[src/rtl/core/tbs_pkg.sv]
// shared types and constants for the token bucket shaper
package tbs_pkg;

   localparam int QUEUE_DEPTH_DEFAULT = 16;
   localparam int TOKEN_WIDTH_DEFAULT = 16;

   localparam int ID_WIDTH    = 16;
   localparam int LEVEL_WIDTH = 16;
   localparam int QLEN_WIDTH  = 5;
   localparam int TOTAL_WIDTH = 32;

   localparam int CAPACITY_RESET = 10;

   localparam logic CMD_TICK    = 1'b0;
   localparam logic CMD_ENQUEUE = 1'b1;

   typedef struct packed {
      logic load;
      logic exec;
   } ctrl_cmd_type;

endpackage

[src/rtl/core/token_bucket_shaper.sv]
// token bucket shaper: top level
// A word is taken when start is high and busy is low; busy then stays high for one
// cycle while the head entry of the packet queue, read from its memory at the accept
// edge, is combined with the bucket level. The result word is written into the
// result registers at the edge that ends that cycle and appears on the rsp_ ports
// with rsp_valid high for exactly one cycle: there is no back-pressure on the
// result side. No new word is accepted while busy is high, so each word is done
// before the next is taken. The bucket capacity is written over the csr_ port, which
// is always ready, and should be changed only while no word is in flight.
module token_bucket_shaper import tbs_pkg::*; #(
   parameter int QUEUE_DEPTH = QUEUE_DEPTH_DEFAULT,
   parameter int TOKEN_WIDTH = TOKEN_WIDTH_DEFAULT
) (
   input  logic                   clock,
   input  logic                   reset,
   input  logic                   start,
   output logic                   busy,
   input  logic                   req_command,
   input  logic [ID_WIDTH-1:0]    req_packet_id,
   input  logic [LEVEL_WIDTH-1:0] req_tokens_needed,
   input  logic                   csr_valid,
   output logic                   csr_ready,
   input  logic [LEVEL_WIDTH-1:0] csr_data,
   output logic                   rsp_valid,
   output logic [LEVEL_WIDTH-1:0] rsp_bucket_level,
   output logic                   rsp_token_was_dropped,
   output logic                   rsp_released,
   output logic [ID_WIDTH-1:0]    rsp_released_id,
   output logic [LEVEL_WIDTH-1:0] rsp_released_need,
   output logic                   rsp_enqueue_rejected,
   output logic [QLEN_WIDTH-1:0]  rsp_queue_length,
   output logic [TOTAL_WIDTH-1:0] rsp_arrived_total,
   output logic [TOTAL_WIDTH-1:0] rsp_dropped_total
);

   ctrl_cmd_type cmd;

   tbs_ctrl u_ctrl (
      .clock (clock),
      .reset (reset),
      .start (start),
      .busy  (busy),
      .cmd   (cmd)
   );

   tbs_dpath #(
      .QUEUE_DEPTH (QUEUE_DEPTH),
      .TOKEN_WIDTH (TOKEN_WIDTH)
   ) u_dpath (
      .clock                 (clock),
      .reset                 (reset),
      .cmd                   (cmd),
      .req_command           (req_command),
      .req_packet_id         (req_packet_id),
      .req_tokens_needed     (req_tokens_needed),
      .csr_valid             (csr_valid),
      .csr_ready             (csr_ready),
      .csr_data              (csr_data),
      .rsp_valid             (rsp_valid),
      .rsp_bucket_level      (rsp_bucket_level),
      .rsp_token_was_dropped (rsp_token_was_dropped),
      .rsp_released          (rsp_released),
      .rsp_released_id       (rsp_released_id),
      .rsp_released_need     (rsp_released_need),
      .rsp_enqueue_rejected  (rsp_enqueue_rejected),
      .rsp_queue_length      (rsp_queue_length),
      .rsp_arrived_total     (rsp_arrived_total),
      .rsp_dropped_total     (rsp_dropped_total)
   );

endmodule

[src/rtl/core/tbs_ram.sv]
// generic single write port ram with registered read
module tbs_ram #(
   parameter int WIDTH = 32,
   parameter int DEPTH = 16
) (
   input  logic                     clock,
   input  logic                     wr_en,
   input  logic [$clog2(DEPTH)-1:0] wr_addr,
   input  logic [WIDTH-1:0]         wr_data,
   input  logic                     rd_en,
   input  logic [$clog2(DEPTH)-1:0] rd_addr,
   output logic [WIDTH-1:0]         rd_data
);

   logic [WIDTH-1:0] mem_ff [DEPTH];
   logic [WIDTH-1:0] rd_data_ff;

   always_ff @(posedge clock) begin
      if (wr_en) begin
         mem_ff[wr_addr] <= wr_data;
      end
      if (rd_en) begin
         rd_data_ff <= mem_ff[rd_addr];
      end
   end

   assign rd_data = rd_data_ff;

endmodule

[src/rtl/core/tbs_ctrl.sv]
// sequencing state machine for the token bucket shaper
module tbs_ctrl import tbs_pkg::*; (
   input  logic         clock,
   input  logic         reset,
   input  logic         start,
   output logic         busy,
   output ctrl_cmd_type cmd
);

   localparam logic ST_IDLE = 1'b0;
   localparam logic ST_EXEC = 1'b1;

   logic state_ff;
   logic state_in;

   always_comb begin
      state_in = state_ff;
      unique case (state_ff)
         ST_IDLE: begin
            if (start) begin
               state_in = ST_EXEC;
            end
         end
         ST_EXEC: begin
            state_in = ST_IDLE;
         end
         default: begin
            state_in = ST_IDLE;
         end
      endcase
   end

   always_ff @(posedge clock) begin
      if (reset) begin
         state_ff <= ST_IDLE;
      end else begin
         state_ff <= state_in;
      end
   end

   assign busy     = (state_ff != ST_IDLE);
   assign cmd.load = start && (state_ff == ST_IDLE);
   assign cmd.exec = (state_ff == ST_EXEC);

   a_accept_busy: assert property (@(posedge clock) disable iff (reset)
      (start && !busy) |=> busy)
      else $error("accepted word did not raise busy");

   a_single_exec: assert property (@(posedge clock) disable iff (reset)
      busy |=> !busy)
      else $error("busy held longer than one execute cycle");

endmodule

[src/rtl/core/tbs_dpath.sv]
// bucket, packet queue, counters and result registers
module tbs_dpath import tbs_pkg::*; #(
   parameter int QUEUE_DEPTH = QUEUE_DEPTH_DEFAULT,
   parameter int TOKEN_WIDTH = TOKEN_WIDTH_DEFAULT
) (
   input  logic                   clock,
   input  logic                   reset,
   input  ctrl_cmd_type           cmd,
   input  logic                   req_command,
   input  logic [ID_WIDTH-1:0]    req_packet_id,
   input  logic [LEVEL_WIDTH-1:0] req_tokens_needed,
   input  logic                   csr_valid,
   output logic                   csr_ready,
   input  logic [LEVEL_WIDTH-1:0] csr_data,
   output logic                   rsp_valid,
   output logic [LEVEL_WIDTH-1:0] rsp_bucket_level,
   output logic                   rsp_token_was_dropped,
   output logic                   rsp_released,
   output logic [ID_WIDTH-1:0]    rsp_released_id,
   output logic [LEVEL_WIDTH-1:0] rsp_released_need,
   output logic                   rsp_enqueue_rejected,
   output logic [QLEN_WIDTH-1:0]  rsp_queue_length,
   output logic [TOTAL_WIDTH-1:0] rsp_arrived_total,
   output logic [TOTAL_WIDTH-1:0] rsp_dropped_total
);

   localparam int PTR_WIDTH   = $clog2(QUEUE_DEPTH);
   localparam int CNT_WIDTH   = $clog2(QUEUE_DEPTH + 1);
   localparam int ENTRY_WIDTH = ID_WIDTH + TOKEN_WIDTH;
   localparam logic [PTR_WIDTH-1:0] LAST_SLOT = PTR_WIDTH'(QUEUE_DEPTH - 1);
   localparam logic [CNT_WIDTH-1:0] CNT_FULL  = CNT_WIDTH'(QUEUE_DEPTH);

   logic [TOKEN_WIDTH-1:0] capacity_ff, capacity_in;
   logic [TOKEN_WIDTH-1:0] level_ff, level_in;
   logic [PTR_WIDTH-1:0]   head_ff, head_in;
   logic [PTR_WIDTH-1:0]   tail_ff, tail_in;
   logic [CNT_WIDTH-1:0]   count_ff, count_in;
   logic [TOTAL_WIDTH-1:0] arrived_ff, arrived_in;
   logic [TOTAL_WIDTH-1:0] dropped_ff, dropped_in;

   logic                   command_ff;
   logic [ID_WIDTH-1:0]    id_ff;
   logic [TOKEN_WIDTH-1:0] need_ff;

   logic                   rsp_valid_ff;
   logic [LEVEL_WIDTH-1:0] rsp_level_ff;
   logic                   rsp_drop_ff, rsp_drop_in;
   logic                   rsp_rel_ff, rsp_rel_in;
   logic [ID_WIDTH-1:0]    rsp_rel_id_ff, rsp_rel_id_in;
   logic [LEVEL_WIDTH-1:0] rsp_rel_need_ff, rsp_rel_need_in;
   logic                   rsp_rej_ff, rsp_rej_in;
   logic [QLEN_WIDTH-1:0]  rsp_qlen_ff;
   logic [TOTAL_WIDTH-1:0] rsp_arrived_ff, rsp_dropped_ff;

   logic [ENTRY_WIDTH-1:0] head_entry;
   logic [ID_WIDTH-1:0]    head_id;
   logic [TOKEN_WIDTH-1:0] head_need;
   logic [TOKEN_WIDTH-1:0] level_up;
   logic                   ram_wr_en;

   tbs_ram #(
      .WIDTH (ENTRY_WIDTH),
      .DEPTH (QUEUE_DEPTH)
   ) u_queue_ram (
      .clock   (clock),
      .wr_en   (ram_wr_en),
      .wr_addr (tail_ff),
      .wr_data ({id_ff, need_ff}),
      .rd_en   (cmd.load),
      .rd_addr (head_ff),
      .rd_data (head_entry)
   );

   assign head_id   = head_entry[ENTRY_WIDTH-1:TOKEN_WIDTH];
   assign head_need = head_entry[TOKEN_WIDTH-1:0];

   assign csr_ready   = 1'b1;
   assign capacity_in = (csr_valid && csr_ready) ? TOKEN_WIDTH'(csr_data) : capacity_ff;

   always_comb begin
      level_in        = level_ff;
      head_in         = head_ff;
      tail_in         = tail_ff;
      count_in        = count_ff;
      arrived_in      = arrived_ff;
      dropped_in      = dropped_ff;
      level_up        = level_ff;
      ram_wr_en       = 1'b0;
      rsp_drop_in     = 1'b0;
      rsp_rel_in      = 1'b0;
      rsp_rel_id_in   = '0;
      rsp_rel_need_in = '0;
      rsp_rej_in      = 1'b0;
      if (cmd.exec) begin
         case (command_ff)
            CMD_TICK: begin
               arrived_in = arrived_ff + 32'd1;
               if (level_ff < capacity_ff) begin
                  level_up = level_ff + TOKEN_WIDTH'(1);
               end else begin
                  rsp_drop_in = 1'b1;
                  dropped_in  = dropped_ff + 32'd1;
               end
               level_in = level_up;
               if ((count_ff != '0) && (head_need <= level_up)) begin
                  level_in        = level_up - head_need;
                  rsp_rel_in      = 1'b1;
                  rsp_rel_id_in   = head_id;
                  rsp_rel_need_in = LEVEL_WIDTH'(head_need);
                  head_in         = (head_ff == LAST_SLOT) ? '0 : head_ff + PTR_WIDTH'(1);
                  count_in        = count_ff - CNT_WIDTH'(1);
               end
            end
            CMD_ENQUEUE: begin
               if ((count_ff == CNT_FULL) || (need_ff > capacity_ff)) begin
                  rsp_rej_in = 1'b1;
               end else begin
                  ram_wr_en = 1'b1;
                  tail_in   = (tail_ff == LAST_SLOT) ? '0 : tail_ff + PTR_WIDTH'(1);
                  count_in  = count_ff + CNT_WIDTH'(1);
               end
            end
         endcase
      end
   end

   always_ff @(posedge clock) begin
      if (reset) begin
         capacity_ff  <= TOKEN_WIDTH'(CAPACITY_RESET);
         level_ff     <= '0;
         head_ff      <= '0;
         tail_ff      <= '0;
         count_ff     <= '0;
         arrived_ff   <= '0;
         dropped_ff   <= '0;
         rsp_valid_ff <= 1'b0;
      end else begin
         capacity_ff  <= capacity_in;
         level_ff     <= level_in;
         head_ff      <= head_in;
         tail_ff      <= tail_in;
         count_ff     <= count_in;
         arrived_ff   <= arrived_in;
         dropped_ff   <= dropped_in;
         rsp_valid_ff <= cmd.exec;
      end
   end

   // captured request word and result word
   always_ff @(posedge clock) begin
      if (cmd.load) begin
         command_ff <= req_command;
         id_ff      <= req_packet_id;
         need_ff    <= TOKEN_WIDTH'(req_tokens_needed);
      end
      if (cmd.exec) begin
         rsp_level_ff    <= LEVEL_WIDTH'(level_in);
         rsp_drop_ff     <= rsp_drop_in;
         rsp_rel_ff      <= rsp_rel_in;
         rsp_rel_id_ff   <= rsp_rel_id_in;
         rsp_rel_need_ff <= rsp_rel_need_in;
         rsp_rej_ff      <= rsp_rej_in;
         rsp_qlen_ff     <= QLEN_WIDTH'(count_in);
         rsp_arrived_ff  <= arrived_in;
         rsp_dropped_ff  <= dropped_in;
      end
   end

   assign rsp_valid             = rsp_valid_ff;
   assign rsp_bucket_level      = rsp_level_ff;
   assign rsp_token_was_dropped = rsp_drop_ff;
   assign rsp_released          = rsp_rel_ff;
   assign rsp_released_id       = rsp_rel_id_ff;
   assign rsp_released_need     = rsp_rel_need_ff;
   assign rsp_enqueue_rejected  = rsp_rej_ff;
   assign rsp_queue_length      = rsp_qlen_ff;
   assign rsp_arrived_total     = rsp_arrived_ff;
   assign rsp_dropped_total     = rsp_dropped_ff;

   a_count_bound: assert property (@(posedge clock) disable iff (reset)
      count_ff <= CNT_FULL)
      else $error("queue count above depth");

   a_empty_ptrs: assert property (@(posedge clock) disable iff (reset)
      (count_ff == '0) |-> (head_ff == tail_ff))
      else $error("empty queue with head and tail apart");

   a_result_strobe: assert property (@(posedge clock) disable iff (reset)
      cmd.exec |=> (rsp_valid && !(rsp_released && rsp_enqueue_rejected)))
      else $error("missing or inconsistent result word");

endmodule

[config.mk]
export PLATFORM = sky130hd
export DESIGN_NAME = token_bucket_shaper
export DESIGN_NICKNAME = d
export VERILOG_FILES = /design/src/rtl/core/tbs_pkg.sv /design/src/rtl/core/token_bucket_shaper.sv /design/src/rtl/core/tbs_ram.sv /design/src/rtl/core/tbs_ctrl.sv /design/src/rtl/core/tbs_dpath.sv
export SDC_FILE = /design/constraint.sdc
export NUM_CORES = 1
export LEC_CHECK = 0
export ABC_AREA = 1
export BUFFER_PORTS_ARGS = -buffer_cell sky130_fd_sc_hd__clkbuf_2
export CORE_UTILIZATION = 50
export DETAILED_ROUTE_END_ITERATION = 16
export HOLD_SLACK_MARGIN = 0.12
export PLACE_DENSITY_LB_ADDON = 0.2
export SLEW_MARGIN = 0
export SYNTH_ARGS = -nofsm -noshare
export SYNTH_HDL_FRONTEND = slang
export SYNTH_HIERARCHICAL = 1
export SYNTH_SLANG_ARGS = --single-unit
[constraint.sdc]
create_clock -name clock -period 4.65 [get_ports clock]
set_clock_uncertainty 0.05 [all_clocks]
set_input_delay 0.6975 -clock clock [delete_from_list [all_inputs] [get_ports clock]]
set_output_delay 0.6975 -clock clock [all_outputs]
set_load 0.05 [all_outputs]
==> impl_metrics.toml <==
[power_and_ir_drop]
p_leak_nw = 17.57
worst_ir_drop_vdd_mv = 0.2635
power-per-cell-area_nw_per_um2 = 379.8
total_power_mw = 15.42

[timing]
worst-slew-pin-transition_ns = 1.189
slew-limit-headroom_pct = 20.65
min_period_ns = 4.140
rsz0062_at_grt = "no"
final_min_period_over_clock_period_pct = 89.03
hold_viol = 0
setup_viol_count_final = 0
setup_total_negative_slack_ns = 0
finalMaxSlewViolations = 0
achievable-frequency_mhz = 241.5

[routing]
dr_total_vias = 24255
detail-route-antenna-nets = 0
total_wirelength_mm = 86.01
drt_iter0_markers = 2050
avgRoutedWirePerCell_um = 17.95
drt-pass1-iter-count = 5
vias_per_cell = 5.062
drc_errors = 0

[placed_design]
number_of_cells_after_detailed_placement = 4632
dp_hpwl_mm = 51.49
port-buffer-count = 174
gp_routability_congestion = 0.8942

[clocking]
post_cts_setup_buffer_count = 0
cts_tree = "yes"
holdBufCountCts = 0
cts_sinks = 808
clockRootBuffer = "clkbuf_16"
cts.reportedPaths.clkPinSlew_ns = 0.06
cts_inserted_buffers = 86
cts_max_path_buffers = 3
insertion_delay_ns = 0.64
htree_levels = 3

[grt]
largest_net_degree_at_the_start_of_global_routing = 164
globalRouteOverflowTotal = 0
number_of_antenna_violations_at_the_first_check_in_global_routing = 0
grt_pass1_vias = 23090
grt_pass1_wl_mm = 132.3
grt_usage_pct = 23.72

[floorplan]
chipWidth_um = 269.6
io_pins = 176
chipHeight_um = 269.6
initial_utilization_pct = 50.79
fp.dieArea_um2 = 72710
row_count = 97
core_region_area_um2 = 70510

[run]
cap_viol_max_count = 0

[cells_and_area]
insertedDiodeCount = 0
final_common_cell = "nand2_1"
layout_common_cells = "1002 x nand2_1, 697 x edfxtp_1, 625 x inv_1, 463 x nand3_1, 173 x clkbuf_2"
drive_gt1_share_pct = 11.37
final_util_pct = 57.58
nNetsFinal = 3888
flow.area_growth_from_synthesis_pct = 13.36
fillCellCount = 5979
stdcell_count = 4792

[critical_path]
cp.arrival_ns = 4.47
critical_path.endpoint_type = "register"
rr_worst_depth = 21
crit_path_max_fanout = 27
worstReg2RegStart = "u_dpath/level_ff[11]"
timing.rr.end = "u_dpath/rsp_released_id[4]"
crit_type = "register to register"
reg2reg_setup_slack_ns = 0.51
worst_setup_path_start_kind = "register"
cp_data_required_time_ns = 4.98

[hold_path]
whs_path_depth = 1
hold_path.class = "input port to register"
timing.hold.worst_endpoint = "u_dpath/id_ff[14]"
hold_start = "req_packet_id[14]"

[synth]
async_reset_ff_share_pct = 0
yosysSeqAreaShare_pct = 64.64
post_synth_inst_count = 3583
synth.distinct_cells = 46
synth_largest_type_area_fraction_pct = 58.44
post_synth_instance_area_um2 = 35820
postSynthRegisterBits = 808
edff_count_synth = 697
yosys_warnings = 6
synthesis.nets = 3691
synth_area_leaders = "edfxtp_1 58%, nand2_1 11%, inv_1 6.6%"
synth-main-ff-cell = "edfxtp_1"
largest_area_contributor_in_the_synthesized_netlist = "edfxtp_1"
synthesis.area_per_instance_um2 = 9.996

[status]
result_of_the_run = "complete, no violations"
layer usage:
metal  up-vias  global-route usage (%)  wire [um]
li1      12023                       -          -
met1     11392                   31.51      36940
met2       711                   39.59      41480
met3       129                   3.473       5247
met4         0                   8.657       2338
met5         -                       0          0
worst max-delay path: stages, from the launching register on:
cell	delay, ns
dfxtp_1	0.47
ha_1	0.30
a21oi_1	0.14
o21ai_0	0.10
a21oi_1	0.23
nand2_2	0.20
inv_4	0.27
nand2_1	0.08
o21ai_0	0.08
inv_1	0.08
ha_1	0.35
a21oi_1	0.17
nand2_1	0.12
nand2_1	0.07
nand2_1	0.11
nand2_1	0.10
nand3_2	0.14
nand2_4	0.18
nor2_1	0.11
inv_2	0.10
buf_4	0.31
nor2_1	0.08
through the flow:
stage	hold slack (ns)	worst slack (ns)	instance area [um^2]
after floorplan	0.3921	0.3450	35820
after global placement	0.4161	0.5698	37800
after detailed placement	0.4233	0.4138	37800
after CTS	0.1521	0.3805	40600
after global routing	0.1609	0.03889	40600
final	0.1870	0.5099	40600
synthesized netlist by cell type (2+ instances only):
library cell and n:
ha_1 54, nor2_2 3, o21ai_1 2, nand3b_1 8
nand2_1 1002, inv_1 627, o21bai_1 3, nand3_1 463
or2_1 2, o21ai_0 54, edfxtp_1 697, nor4_1 7
nor3b_1 2, clkbuf_1 31, buf_2 46, nor3_2 5
a21o_1 5, inv_4 2, nor2_4 3, buf_6 32
a21oi_1 95, or2_2 9, nor2_8 2, xnor2_1 9
nor3_1 32, buf_1 14, dfxtp_1 111, nand2_2 4
or3_1 2, inv_2 6, nor2_1 162, nand4_1 24
buf_4 10, xor2_1 43
cells by family after synthesis:
family,count (synthesis),synth area share (%)
fa+ha+maj,55,1.942
other cells,1,0.01047
buf+inv,769,9.055
flops,808,64.64
xor+xnor,52,1.272
compound gates,162,2.341
simple gates,1736,20.74
timing repair:
item,in CTS,in global routing
hold endpoints to repair,0,0
setup endpoints to repair,0,37
resized for setup,0,2
flip-flops by register name (all words and copies together), names as in the netlist, 16 cells and up:
register,flops
u_dpath/rsp_dropped_total,32
u_dpath/rsp_released_id,16
u_dpath/arrived_ff,32
u_dpath/id_ff,16
u_dpath/rsp_bucket_level,16
u_dpath/need_ff,16
u_dpath/u_queue_ram/rd_data,32
u_dpath/rsp_released_need,16
u_dpath/u_queue_ram/mem_ff,512
u_dpath/dropped_ff,32
u_dpath/level_ff,16
u_dpath/capacity_ff,16
u_dpath/rsp_arrived_total,32
worst max-delay path by stage:
stage | from | cells past startpoint | slack [ns] | endpoint
after floorplan | u_ctrl/busy | 5 | 0.34 | u_dpath/u_queue_ram/mem_ff[12][0]
after global placement | u_dpath/level_ff[11] | 19 | 0.57 | u_dpath/rsp_queue_length[0]
after detailed placement | u_dpath/level_ff[11] | 19 | 0.41 | u_dpath/rsp_released_id[10]
after CTS | u_dpath/level_ff[11] | 19 | 0.38 | u_dpath/rsp_released_id[10]
after global routing | u_dpath/level_ff[5] | 25 | 0.04 | u_dpath/level_ff[13]
final | u_dpath/level_ff[11] | 21 | 0.51 | u_dpath/rsp_released_id[4]
power breakdown:
group / switching [mW] / internal (mW) / total [mW]
Combinational: 0.483 / 0.163 / 0.647
Sequential: 0.0802 / 7.96 / 8.04
Clock: 2.83 / 3.90 / 6.73
Total: 3.40 / 12.0 / 15.4
layout make-up:
class	instances	area [um^2]	area share, %
Sequential cell	808	23170	57.06
Multi-Input combinational cell	2006	9540	23.50
Inverter	635	2402	5.917
Clock buffer	107	2357	5.806
Timing Repair Buffer	243	1516	3.735
Tap cell	940	1176	2.897
Clock inverter	53	442.9	1.091
No activity file was read; power rests on OpenSTA's default activity.
